**config.mk**
```make
export PLATFORM = sky130hd
export DESIGN_NAME = thresholded_input_debouncer_core_flat
export DESIGN_NICKNAME = d
export VERILOG_FILES = /design/src/rtl/core/tid_pkg.sv /design/src/rtl/core/tid_if.sv /design/src/rtl/core/tid_cfg_regs.sv /design/src/rtl/core/tid_in_reg.sv /design/src/rtl/core/tid_debounce.sv /design/src/rtl/core/thresholded_input_debouncer_core.sv /design/src/flat_wrapper.sv
export SDC_FILE = /design/constraint.sdc
export NUM_CORES = 1
export LEC_CHECK = 0
export ABC_AREA = 1
export BUFFER_PORTS_ARGS = -buffer_cell sky130_fd_sc_hd__buf_2
export CAP_MARGIN = 20
export CORE_MARGIN = 5
export CORE_UTILIZATION = 39
export CTS_CLUSTER_DIAMETER = 60
export CTS_CLUSTER_SIZE = 8
export DETAILED_ROUTE_END_ITERATION = 16
export MAX_ROUTING_LAYER = met4
export PLACE_DENSITY_LB_ADDON = 0.08
export SKIP_LAST_GASP = 1
export SLEW_MARGIN = 20
export SYNTH_ARGS = -nofsm -noshare
export SYNTH_HDL_FRONTEND = slang
export SYNTH_SLANG_ARGS = --single-unit
export TNS_END_PERCENT = 10
```
**constraint.sdc**
```tcl
create_clock -name clk -period 9.13 [get_ports clk]
set_input_delay 0.913 -clock clk [delete_from_list [all_inputs] [get_ports clk]]
set_output_delay 0.913 -clock clk [all_outputs]
set_load 0.005 [all_outputs]
```
**src/rtl/core/tid_pkg.sv**
```systemverilog
// Shared types, constants and register codes of the thresholded input debouncer.
package tid_pkg;

	localparam int SAMPLE_WIDTH_DEF = 12;
	localparam int COUNT_WIDTH_DEF  = 16;

	localparam int MODE_W     = 2;
	localparam int THR_W      = 12;
	localparam int DWELL_W    = 16;
	localparam int CFG_IDX_W  = 2;
	localparam int CFG_DATA_W = 16;

	localparam logic [MODE_W-1:0]  MODE_SINGLE    = 2'd0;
	localparam logic [MODE_W-1:0]  MODE_DUAL      = 2'd1;
	localparam logic [MODE_W-1:0]  MODE_RESET     = MODE_SINGLE;
	localparam logic [THR_W-1:0]   THR_RESET      = 12'd2048;
	localparam logic [DWELL_W-1:0] LOW_DWELL_RST  = 16'd10;
	localparam logic [DWELL_W-1:0] HIGH_DWELL_RST = 16'd10;

	typedef enum logic [CFG_IDX_W-1:0] {
		REG_INPUT_MODE = 2'd0,
		REG_THRESHOLD  = 2'd1,
		REG_LOW_DWELL  = 2'd2,
		REG_HIGH_DWELL = 2'd3
	} cfg_reg_t;

	typedef struct packed {
		logic [MODE_W-1:0]  input_mode;
		logic [THR_W-1:0]   threshold;
		logic [DWELL_W-1:0] low_dwell;
		logic [DWELL_W-1:0] high_dwell;
	} tid_cfg_t;

endpackage

```
**src/rtl/core/tid_if.sv**
```systemverilog
// Channel interfaces of the debouncer: sample input, result output and configuration writes.
interface tid_sample_if #(parameter int SAMPLE_WIDTH = tid_pkg::SAMPLE_WIDTH_DEF);
	logic                    valid;
	logic                    ready;
	logic [SAMPLE_WIDTH-1:0] sample_a;
	logic [SAMPLE_WIDTH-1:0] sample_b;

	modport source (output valid, output sample_a, output sample_b, input ready);
	modport sink (input valid, input sample_a, input sample_b, output ready);
endinterface

interface tid_result_if;
	logic valid;
	logic ready;
	logic level;
	logic previous_level;
	logic changed;

	modport source (output valid, output level, output previous_level, output changed,
		input ready);
	modport sink (input valid, input level, input previous_level, input changed,
		output ready);
endinterface

interface tid_cfg_if;
	import tid_pkg::*;

	logic                  valid;
	logic                  ready;
	logic [CFG_IDX_W-1:0]  index;
	logic [CFG_DATA_W-1:0] data;

	modport source (output valid, output index, output data, input ready);
	modport sink (input valid, input index, input data, output ready);
endinterface

```
**src/rtl/core/tid_cfg_regs.sv**
```systemverilog
// Configuration register file of the debouncer.
module tid_cfg_regs (
	input  logic             clk,
	input  logic             arst_n,
	tid_cfg_if.sink          cfg,
	output tid_pkg::tid_cfg_t regs
);
	import tid_pkg::*;

	tid_cfg_t regs_q;

	assign cfg.ready = 1'b1;
	assign regs      = regs_q;

	always_ff @(posedge clk or negedge arst_n) begin
		if (!arst_n) begin
			regs_q.input_mode <= MODE_RESET;
			regs_q.threshold  <= THR_RESET;
			regs_q.low_dwell  <= LOW_DWELL_RST;
			regs_q.high_dwell <= HIGH_DWELL_RST;
		end else if (cfg.valid) begin
			case (cfg_reg_t'(cfg.index))
				REG_INPUT_MODE: regs_q.input_mode <= cfg.data[MODE_W-1:0];
				REG_THRESHOLD:  regs_q.threshold  <= cfg.data[THR_W-1:0];
				REG_LOW_DWELL:  regs_q.low_dwell  <= cfg.data[DWELL_W-1:0];
				REG_HIGH_DWELL: regs_q.high_dwell <= cfg.data[DWELL_W-1:0];
				default: ;
			endcase
		end
	end

endmodule

```
**src/rtl/core/tid_in_reg.sv**
```systemverilog
// Input register stage that captures one sample transfer.
module tid_in_reg #(
	parameter int SAMPLE_WIDTH = tid_pkg::SAMPLE_WIDTH_DEF
) (
	input  logic                    clk,
	input  logic                    arst_n,
	tid_sample_if.sink              samples,
	input  logic                    take,
	output logic                    valid_s1,
	output logic [SAMPLE_WIDTH-1:0] sample_a_s1,
	output logic [SAMPLE_WIDTH-1:0] sample_b_s1
);
	import tid_pkg::*;

	assign samples.ready = !valid_s1 || take;

	always_ff @(posedge clk or negedge arst_n) begin
		if (!arst_n) begin
			valid_s1 <= 1'b0;
		end else if (samples.ready) begin
			valid_s1 <= samples.valid;
		end
	end

	always_ff @(posedge clk) begin
		if (samples.valid && samples.ready) begin
			sample_a_s1 <= samples.sample_a;
			sample_b_s1 <= samples.sample_b;
		end
	end

endmodule

```
**src/rtl/core/tid_debounce.sv**
```systemverilog
// Threshold compare, debounce state update and result register.
module tid_debounce #(
	parameter int SAMPLE_WIDTH = tid_pkg::SAMPLE_WIDTH_DEF,
	parameter int COUNT_WIDTH  = tid_pkg::COUNT_WIDTH_DEF
) (
	input  logic                    clk,
	input  logic                    arst_n,
	input  tid_pkg::tid_cfg_t       regs,
	input  logic                    valid_s1,
	input  logic [SAMPLE_WIDTH-1:0] sample_a_s1,
	input  logic [SAMPLE_WIDTH-1:0] sample_b_s1,
	output logic                    take,
	tid_result_if.source            results
);
	import tid_pkg::*;

	localparam int CMP_W = (SAMPLE_WIDTH > THR_W) ? SAMPLE_WIDTH : THR_W;
	localparam int DCMP_W = (COUNT_WIDTH > DWELL_W) ? COUNT_WIDTH : DWELL_W;
	localparam logic [COUNT_WIDTH-1:0] COUNT_MAX = {COUNT_WIDTH{1'b1}};

	logic                   started_q;
	logic                   last_raw_q;
	logic [COUNT_WIDTH-1:0] count_q;
	logic                   accepted_q;
	logic                   accepted_before_q;

	logic                   started_d;
	logic                   last_raw_d;
	logic [COUNT_WIDTH-1:0] count_d;
	logic                   accepted_d;
	logic                   accepted_before_d;
	logic                   changed_d;

	logic                   res_valid_q;
	logic                   level_q;
	logic                   previous_level_q;
	logic                   changed_q;

	logic                   a_high;
	logic                   b_high;
	logic                   active;
	logic                   raw;
	logic [COUNT_WIDTH-1:0] count_eff;
	logic [DWELL_W-1:0]     dwell;
	logic                   hit;

	assign a_high = CMP_W'(sample_a_s1) > CMP_W'(regs.threshold);
	assign b_high = CMP_W'(sample_b_s1) > CMP_W'(regs.threshold);

	always_comb begin
		case (regs.input_mode)
			MODE_SINGLE: begin
				active = 1'b1;
				raw    = a_high;
			end
			MODE_DUAL: begin
				active = 1'b1;
				raw    = a_high ^ b_high;
			end
			default: begin
				active = 1'b0;
				raw    = 1'b0;
			end
		endcase
	end

	assign count_eff = (last_raw_q != raw) ? '0 : count_q;
	assign dwell     = raw ? regs.high_dwell : regs.low_dwell;
	assign hit       = DCMP_W'(count_eff) == DCMP_W'(dwell);

	always_comb begin
		started_d         = started_q;
		last_raw_d        = last_raw_q;
		count_d           = count_q;
		accepted_d        = accepted_q;
		accepted_before_d = accepted_before_q;
		changed_d         = 1'b0;
		if (active) begin
			if (!started_q) begin
				started_d         = 1'b1;
				last_raw_d        = raw;
				accepted_d        = raw;
				accepted_before_d = raw;
			end else begin
				last_raw_d = raw;
				count_d    = (count_eff == COUNT_MAX) ? count_eff : count_eff + 1'b1;
				if (hit) begin
					accepted_before_d = accepted_q;
					accepted_d        = raw;
					changed_d         = 1'b1;
				end
			end
		end
	end

	assign take = valid_s1 && (!res_valid_q || results.ready);

	always_ff @(posedge clk or negedge arst_n) begin
		if (!arst_n) begin
			started_q         <= 1'b0;
			last_raw_q        <= 1'b0;
			count_q           <= '0;
			accepted_q        <= 1'b0;
			accepted_before_q <= 1'b0;
			res_valid_q       <= 1'b0;
		end else begin
			if (take) begin
				started_q         <= started_d;
				last_raw_q        <= last_raw_d;
				count_q           <= count_d;
				accepted_q        <= accepted_d;
				accepted_before_q <= accepted_before_d;
				res_valid_q       <= 1'b1;
			end else if (results.ready) begin
				res_valid_q <= 1'b0;
			end
		end
	end

	always_ff @(posedge clk) begin
		if (take) begin
			level_q          <= accepted_d;
			previous_level_q <= accepted_before_d;
			changed_q        <= changed_d;
		end
	end

	assign results.valid          = res_valid_q;
	assign results.level          = level_q;
	assign results.previous_level = previous_level_q;
	assign results.changed        = changed_q;

endmodule

```
**src/rtl/core/thresholded_input_debouncer_core.sv**
```systemverilog
// Top level of the thresholded input debouncer.
//
// Each transfer on the samples channel carries one tick of converter data
// (sample_a, and sample_b for dual mode). Every tick yields exactly one
// transfer on the results channel with the accepted level, the level before
// the latest acceptance and a change flag.
// The cfg channel writes the mode, threshold and dwell registers by index.
// It is always ready; it must be written only while the block is idle, a rule
// for the user that the block itself does not enforce. A tick passes an
// input register and then a result register before it reaches results.
// One tick is taken per cycle as long as the receiver takes results; the
// result register lets the next tick enter while the last result still waits.
// When the receiver stalls, the result holds and the input stage fills;
// sample ready then drops until the result is taken.
// Reset clears the debounce state; registers return to single mode,
// threshold 2048 and dwell counts of 10. The first active tick after reset
// adopts its level at once.
module thresholded_input_debouncer_core #(
	parameter int SAMPLE_WIDTH = tid_pkg::SAMPLE_WIDTH_DEF,
	parameter int COUNT_WIDTH  = tid_pkg::COUNT_WIDTH_DEF
) (
	input  logic         clk,
	input  logic         arst_n,
	tid_cfg_if.sink      cfg,
	tid_sample_if.sink   samples,
	tid_result_if.source results
);
	import tid_pkg::*;

	tid_cfg_t                regs;
	logic                    take;
	logic                    valid_s1;
	logic [SAMPLE_WIDTH-1:0] sample_a_s1;
	logic [SAMPLE_WIDTH-1:0] sample_b_s1;

	tid_cfg_regs u_cfg_regs (
		.clk    (clk),
		.arst_n (arst_n),
		.cfg    (cfg),
		.regs   (regs)
	);

	tid_in_reg #(
		.SAMPLE_WIDTH (SAMPLE_WIDTH)
	) u_in_reg (
		.clk         (clk),
		.arst_n      (arst_n),
		.samples     (samples),
		.take        (take),
		.valid_s1    (valid_s1),
		.sample_a_s1 (sample_a_s1),
		.sample_b_s1 (sample_b_s1)
	);

	tid_debounce #(
		.SAMPLE_WIDTH (SAMPLE_WIDTH),
		.COUNT_WIDTH  (COUNT_WIDTH)
	) u_debounce (
		.clk         (clk),
		.arst_n      (arst_n),
		.regs        (regs),
		.valid_s1    (valid_s1),
		.sample_a_s1 (sample_a_s1),
		.sample_b_s1 (sample_b_s1),
		.take        (take),
		.results     (results)
	);

endmodule

```
**src/flat_wrapper.sv**
```systemverilog
// flat-port wrapper written by rule: the top's interface ports become plain ports
module thresholded_input_debouncer_core_flat import tid_pkg::*;
#(
	parameter int SAMPLE_WIDTH = tid_pkg::SAMPLE_WIDTH_DEF,
	parameter int COUNT_WIDTH  = tid_pkg::COUNT_WIDTH_DEF
)
  (clk, arst_n, cfg_valid, cfg_index, cfg_data, cfg_ready, samples_valid, samples_sample_a, samples_sample_b, samples_ready, results_valid, results_level, results_previous_level, results_changed, results_ready);
  tid_cfg_if cfg_i ();
  tid_sample_if #(.SAMPLE_WIDTH(SAMPLE_WIDTH)) samples_i ();
  tid_result_if results_i ();
  input  logic clk;
  input  logic arst_n;
  input wire logic [$bits(cfg_i.valid)-1:0] cfg_valid;
  input wire logic [$bits(cfg_i.index)-1:0] cfg_index;
  input wire logic [$bits(cfg_i.data)-1:0] cfg_data;
  output wire logic [$bits(cfg_i.ready)-1:0] cfg_ready;
  input wire logic [$bits(samples_i.valid)-1:0] samples_valid;
  input wire logic [$bits(samples_i.sample_a)-1:0] samples_sample_a;
  input wire logic [$bits(samples_i.sample_b)-1:0] samples_sample_b;
  output wire logic [$bits(samples_i.ready)-1:0] samples_ready;
  output wire logic [$bits(results_i.valid)-1:0] results_valid;
  output wire logic [$bits(results_i.level)-1:0] results_level;
  output wire logic [$bits(results_i.previous_level)-1:0] results_previous_level;
  output wire logic [$bits(results_i.changed)-1:0] results_changed;
  input wire logic [$bits(results_i.ready)-1:0] results_ready;
  assign cfg_i.valid = cfg_valid;
  assign cfg_i.index = cfg_index;
  assign cfg_i.data = cfg_data;
  assign cfg_ready = cfg_i.ready;
  assign samples_i.valid = samples_valid;
  assign samples_i.sample_a = samples_sample_a;
  assign samples_i.sample_b = samples_sample_b;
  assign samples_ready = samples_i.ready;
  assign results_valid = results_i.valid;
  assign results_level = results_i.level;
  assign results_previous_level = results_i.previous_level;
  assign results_changed = results_i.changed;
  assign results_i.ready = results_ready;
  thresholded_input_debouncer_core #(.SAMPLE_WIDTH(SAMPLE_WIDTH), .COUNT_WIDTH(COUNT_WIDTH)) u_core (.clk(clk), .arst_n(arst_n), .cfg(cfg_i), .samples(samples_i), .results(results_i));
endmodule
```
==> metrics.txt <==
# TYPE chip_impl_metric gauge
chip_impl_info{name="outcome",value="finished, final reports clean"} 1
chip_impl_metric{name="firstDrtPassIters",unit=""} 5
chip_impl_metric{name="synth_seq_area_share",unit="%"} 47.26
chip_impl_metric{name="clkSinkCount",unit=""} 95
chip_impl_metric{name="grt_first_pass_wirelength",unit="mm"} 21.42
chip_impl_metric{name="yosys_register_bits",unit=""} 95
chip_impl_info{name="post_synth_most_frequent_cells",value="nand2_1, inv_1, dfrtp_1"} 1
chip_impl_metric{name="vdd_drop_max",unit="uV"} 85.54
chip_impl_metric{name="placedCellCount",unit=""} 887
chip_impl_metric{name="antenna_diode_instance_count",unit=""} 0
chip_impl_info{name="tritoncts",value="done"} 1
chip_impl_metric{name="design.die.area",unit="sq mm"} 0.01610
chip_impl_metric{name="cp.required",unit="ps"} 9400
chip_impl_metric{name="yosys_top_cell_area_share",unit="%"} 29.58
chip_impl_metric{name="final-max-slew-violation-count",unit=""} 0
chip_impl_metric{name="hold_path_depth",unit=""} 2
chip_impl_metric{name="yosys_warnings",unit=""} 0
chip_impl_info{name="synthMostInstantiatedCell",value="nand2_1"} 1
chip_impl_metric{name="initial_utilization",unit="%"} 40.08
chip_impl_metric{name="fin_crit",unit="ps"} 3771
chip_impl_metric{name="cellLeakagePower",unit="nW"} 3.108
chip_impl_metric{name="ctsLongestPathBuffers",unit=""} 2
chip_impl_metric{name="timing.setup.tns",unit="ps"} 0
chip_impl_metric{name="detail_route.vias_per_cell",unit=""} 4.741
chip_impl_metric{name="drc_errors_left",unit=""} 0
chip_impl_metric{name="dr_total_vias",unit=""} 4286
chip_impl_metric{name="share_of_cells_above_drive_strength_1",unit="%"} 13.46
chip_impl_metric{name="cts_buffers",unit=""} 9
chip_impl_metric{name="setup-violations-final",unit=""} 0
chip_impl_metric{name="syn-mean-instance-area",unit="sq um"} 7.883
chip_impl_metric{name="worst_slew_margin_rel",unit="%"} 39.41
chip_impl_metric{name="power.share.combinational",unit="%"} 28.4
chip_impl_metric{name="number_of_nets_with_antenna_violations_after_detailed_routing",unit=""} 0
chip_impl_metric{name="postSynthNetCount",unit=""} 748
chip_impl_metric{name="share_clk_of_total_power",unit="%"} 30.2
chip_impl_metric{name="max_slew.worst_pin.slew",unit="ps"} 907.9
chip_impl_info{name="synth_flop_cell",value="dfrtp_1"} 1
chip_impl_metric{name="pin_count_of_the_biggest_net_entering_global_routing",unit=""} 69
chip_impl_metric{name="post_synth_inst_count",unit=""} 676
chip_impl_metric{name="maxCapViolations",unit=""} 0
chip_impl_info{name="r2r_start",value="u_core.u_cfg_regs.regs[43]"} 1
chip_impl_metric{name="ff2ff_setup_slack",unit="ps"} 5360
chip_impl_metric{name="htree_levels",unit=""} 3
chip_impl_metric{name="post-cts-setup-buffer-count",unit=""} 0
chip_impl_metric{name="floorplan.die.width",unit="microns"} 126.9
chip_impl_metric{name="grt_util_all_layers",unit="%"} 17.23
chip_impl_metric{name="power_density",unit="mW/mm^2"} 213.9
chip_impl_metric{name="pwr-share-seq",unit="%"} 41.4
chip_impl_info{name="setup.worst_path.class",value="register to register"} 1
chip_impl_metric{name="layout_worst_path_cycle_share",unit="%"} 41.30
chip_impl_metric{name="holdBufCountCts",unit=""} 0
chip_impl_metric{name="detail_route.wl_per_cell",unit="microns"} 14.15
chip_impl_metric{name="p_int",unit="mW"} 0.8417
chip_impl_metric{name="arrival",unit="ps"} 4040
chip_impl_metric{name="ios",unit=""} 53
chip_impl_metric{name="fp.coreArea",unit="sq mm"} 0.01330
chip_impl_metric{name="placementRows",unit=""} 42
chip_impl_metric{name="power_switching",unit="mW"} 0.4513
chip_impl_metric{name="hold_viol_final",unit=""} 0
chip_impl_metric{name="area_grow_syn2layout",unit="%"} 13.45
chip_impl_info{name="timing.critical_path.from_type",value="register"} 1
chip_impl_metric{name="grt.overflow.total",unit=""} 0
chip_impl_info{name="clockRootBuffer",value="clkbuf_16"} 1
chip_impl_info{name="hold_path.class",value="register to register"} 1
chip_impl_metric{name="hpwl",unit="mm"} 9.704
chip_impl_info{name="worstSetupEndpointType",value="register"} 1
chip_impl_metric{name="worst_clock_skew",unit="ps"} 5.095
chip_impl_metric{name="clk_transition_reported_paths",unit="ps"} 70
chip_impl_metric{name="worstPathMaxFanout",unit=""} 24
chip_impl_info{name="netlist_top_cells_area",value="dfrtp_1, edfxtp_1, nand2_1"} 1
chip_impl_metric{name="clock_insertion_delay_worst_skew",unit="ps"} 350
chip_impl_metric{name="wl",unit="mm"} 12.79
chip_impl_metric{name="grt_pass1_vias",unit=""} 4236
chip_impl_metric{name="power_switching_share",unit="%"} 34.90
chip_impl_metric{name="finalNetCount",unit=""} 795
chip_impl_metric{name="max_freq",unit="GHz"} 0.2652
chip_impl_metric{name="antenna_violations_before_repair",unit=""} 0
chip_impl_metric{name="r2r.worst_path.cells",unit=""} 22
chip_impl_metric{name="count_of_placed_standard_cells_in_the_final_layout_fillers_left_out",unit=""} 904
chip_impl_metric{name="synth_edf_count",unit=""} 27
chip_impl_metric{name="dr.first_iter.drc_count",unit=""} 252
chip_impl_metric{name="yosys.cell_types.count",unit=""} 35
chip_impl_info{name="timing.hold.worst.start",value="u_core.u_cfg_regs.regs[21]"} 1
chip_impl_info{name="synth_top_area_cell",value="dfrtp_1"} 1
chip_impl_metric{name="syn_area",unit="sq mm"} 0.005329
chip_impl_info{name="rsz0062_at_grt",value="false"} 1
chip_impl_info{name="worst_hold_path.endpoint",value="u_core.u_cfg_regs.regs[21]"} 1
chip_impl_metric{name="cts_resized",unit=""} 0
chip_impl_metric{name="buffer_ports.inserted",unit=""} 51
chip_impl_metric{name="postSynth.asyncResetShare",unit="%"} 71.58
chip_impl_info{name="worstReg2RegEnd",value="u_core.u_debounce.count_q[4]"} 1
chip_impl_metric{name="die_height",unit="microns"} 126.9
chip_impl_metric{name="gp_congestion",unit=""} 0.8618
flip-flops by register name, indices dropped and copies added, names as in the netlist:
name	flops
u_core.u_debounce.last_raw_q	1
u_core.u_debounce.started_q	1
u_core.u_in_reg.sample_b_s1	12
u_core.u_debounce.results.level	1
u_core.u_in_reg.sample_a_s1	12
u_core.u_debounce.accepted_before_q	1
u_core.u_debounce.results.changed	1
u_core.u_cfg_regs.regs	46
u_core.u_debounce.results.previous_level	1
u_core.u_debounce.count_q	16
u_core.u_debounce.accepted_q	1
u_core.u_debounce.results.valid	1
u_core.u_in_reg.valid_s1	1
power by group through the flow:
stage	logic (mW)	registers, mW	clock network, mW
2_1_floorplan	0.292	0.530	0
3_3_place_gp	0.362	0.543	0
3_5_place_dp	0.368	0.543	0
4_1_cts	0.370	0.536	0.399
5_1_grt	0.430	0.542	0.417
6_report	0.367	0.535	0.390
cell type report:
type	count	area (sq um)
tap	176	220.2
timing repair buffer	54	281.5
sequential	95	2519
clock inverter	3	20.02
fill	1327	7249
clock buffer	13	291.5
multi-input combinational	445	2271
inverter	118	442.9
worst max path at each step:
stage | from | endpoint | slack (ps) | cells past startpoint
6_report | u_core.u_cfg_regs.regs[43] | u_core.u_debounce.count_q[4] | 5360 | 22
5_1_grt | u_core.u_cfg_regs.regs[43] | u_core.u_debounce.count_q[10] | 4940 | 22
4_1_cts | u_core.u_cfg_regs.regs[43] | u_core.u_debounce.count_q[4] | 5390 | 22
3_5_place_dp | u_core.u_cfg_regs.regs[43] | u_core.u_debounce.count_q[4] | 5420 | 22
3_3_place_gp | u_core.u_cfg_regs.regs[43] | u_core.u_debounce.results.level | 5560 | 25
2_1_floorplan | u_core.u_cfg_regs.regs[43] | u_core.u_debounce.count_q[10] | 6160 | 22
placed cells by master, fill, tap and decap left out, drive strengths merged, types with 18 or more instances in the layout:
| cell type | n |
|---|---|
| nand2 | 223 |
| inv | 119 |
| o21ai | 64 |
| dfrtp | 63 |
| buf | 54 |
| nand3 | 41 |
| nor2 | 39 |
| edfxtp | 27 |
| ha | 25 |
| nand4 | 18 |
through the flow:
| step | setup slack (ps) | hold slack [ps] | power, mW | utilization [%] | cell area [sq um] |
|---|---|---|---|---|---|
| floorplan | 6164 | 453.0 | 0.8217 | - | 5329 |
| global placement | 5561 | 467.5 | 0.9055 | 43.01 | 5718 |
| detailed placement | 5415 | 473.7 | 0.9110 | 43.01 | 5718 |
| CTS | 5395 | 490.3 | 1.304 | 45.35 | 6030 |
| global route | 4942 | 503.4 | 1.389 | 45.47 | 6046 |
| finish | 5359 | 483.8 | 1.293 | 45.47 | 6046 |
worst max-delay path: stages, from the launching register on:
cell,delay [ps]
dfstp_2,530
inv_1,60
ha_1,300
nand2_1,70
nor2_1,130
nand2_1,90
nor2_1,90
inv_1,50
nand2_2,90
inv_2,50
nand2_4,150
nand3_4,270
nand2_2,230
nand2_1,150
nor2_1,180
ha_1,230
nand4_2,140
inv_2,100
nand4_2,100
nor3_2,220
nand2_2,170
nand3_1,120
xor2_1,160
routing by layer:
| metal | up-vias | global-route usage, % | wire, microns |
|---|---|---|---|
| li1 | 2224 | - | - |
| met1 | 1972 | 23.78 | 6341 |
| met2 | 72 | 25.97 | 5815 |
| met3 | 18 | 2.564 | 401 |
| met4 | 0 | 6.057 | 235 |
| met5 | - | - | 0 |
logic make-up after synthesis:
kind of cell               count (synthesis)  synth area share [%]
xor gates and xnor gates                  13                 2.137
buffers and inverters                    136                 10.21
AOI/OAI and AO/OA                         75                 7.255
DFF                                       95                 47.26
adders and majority gates                 25                 5.870
other                                      1               0.07037
and+or+nand+nor                          331                 27.19
(Power assumes the default switching activity.)
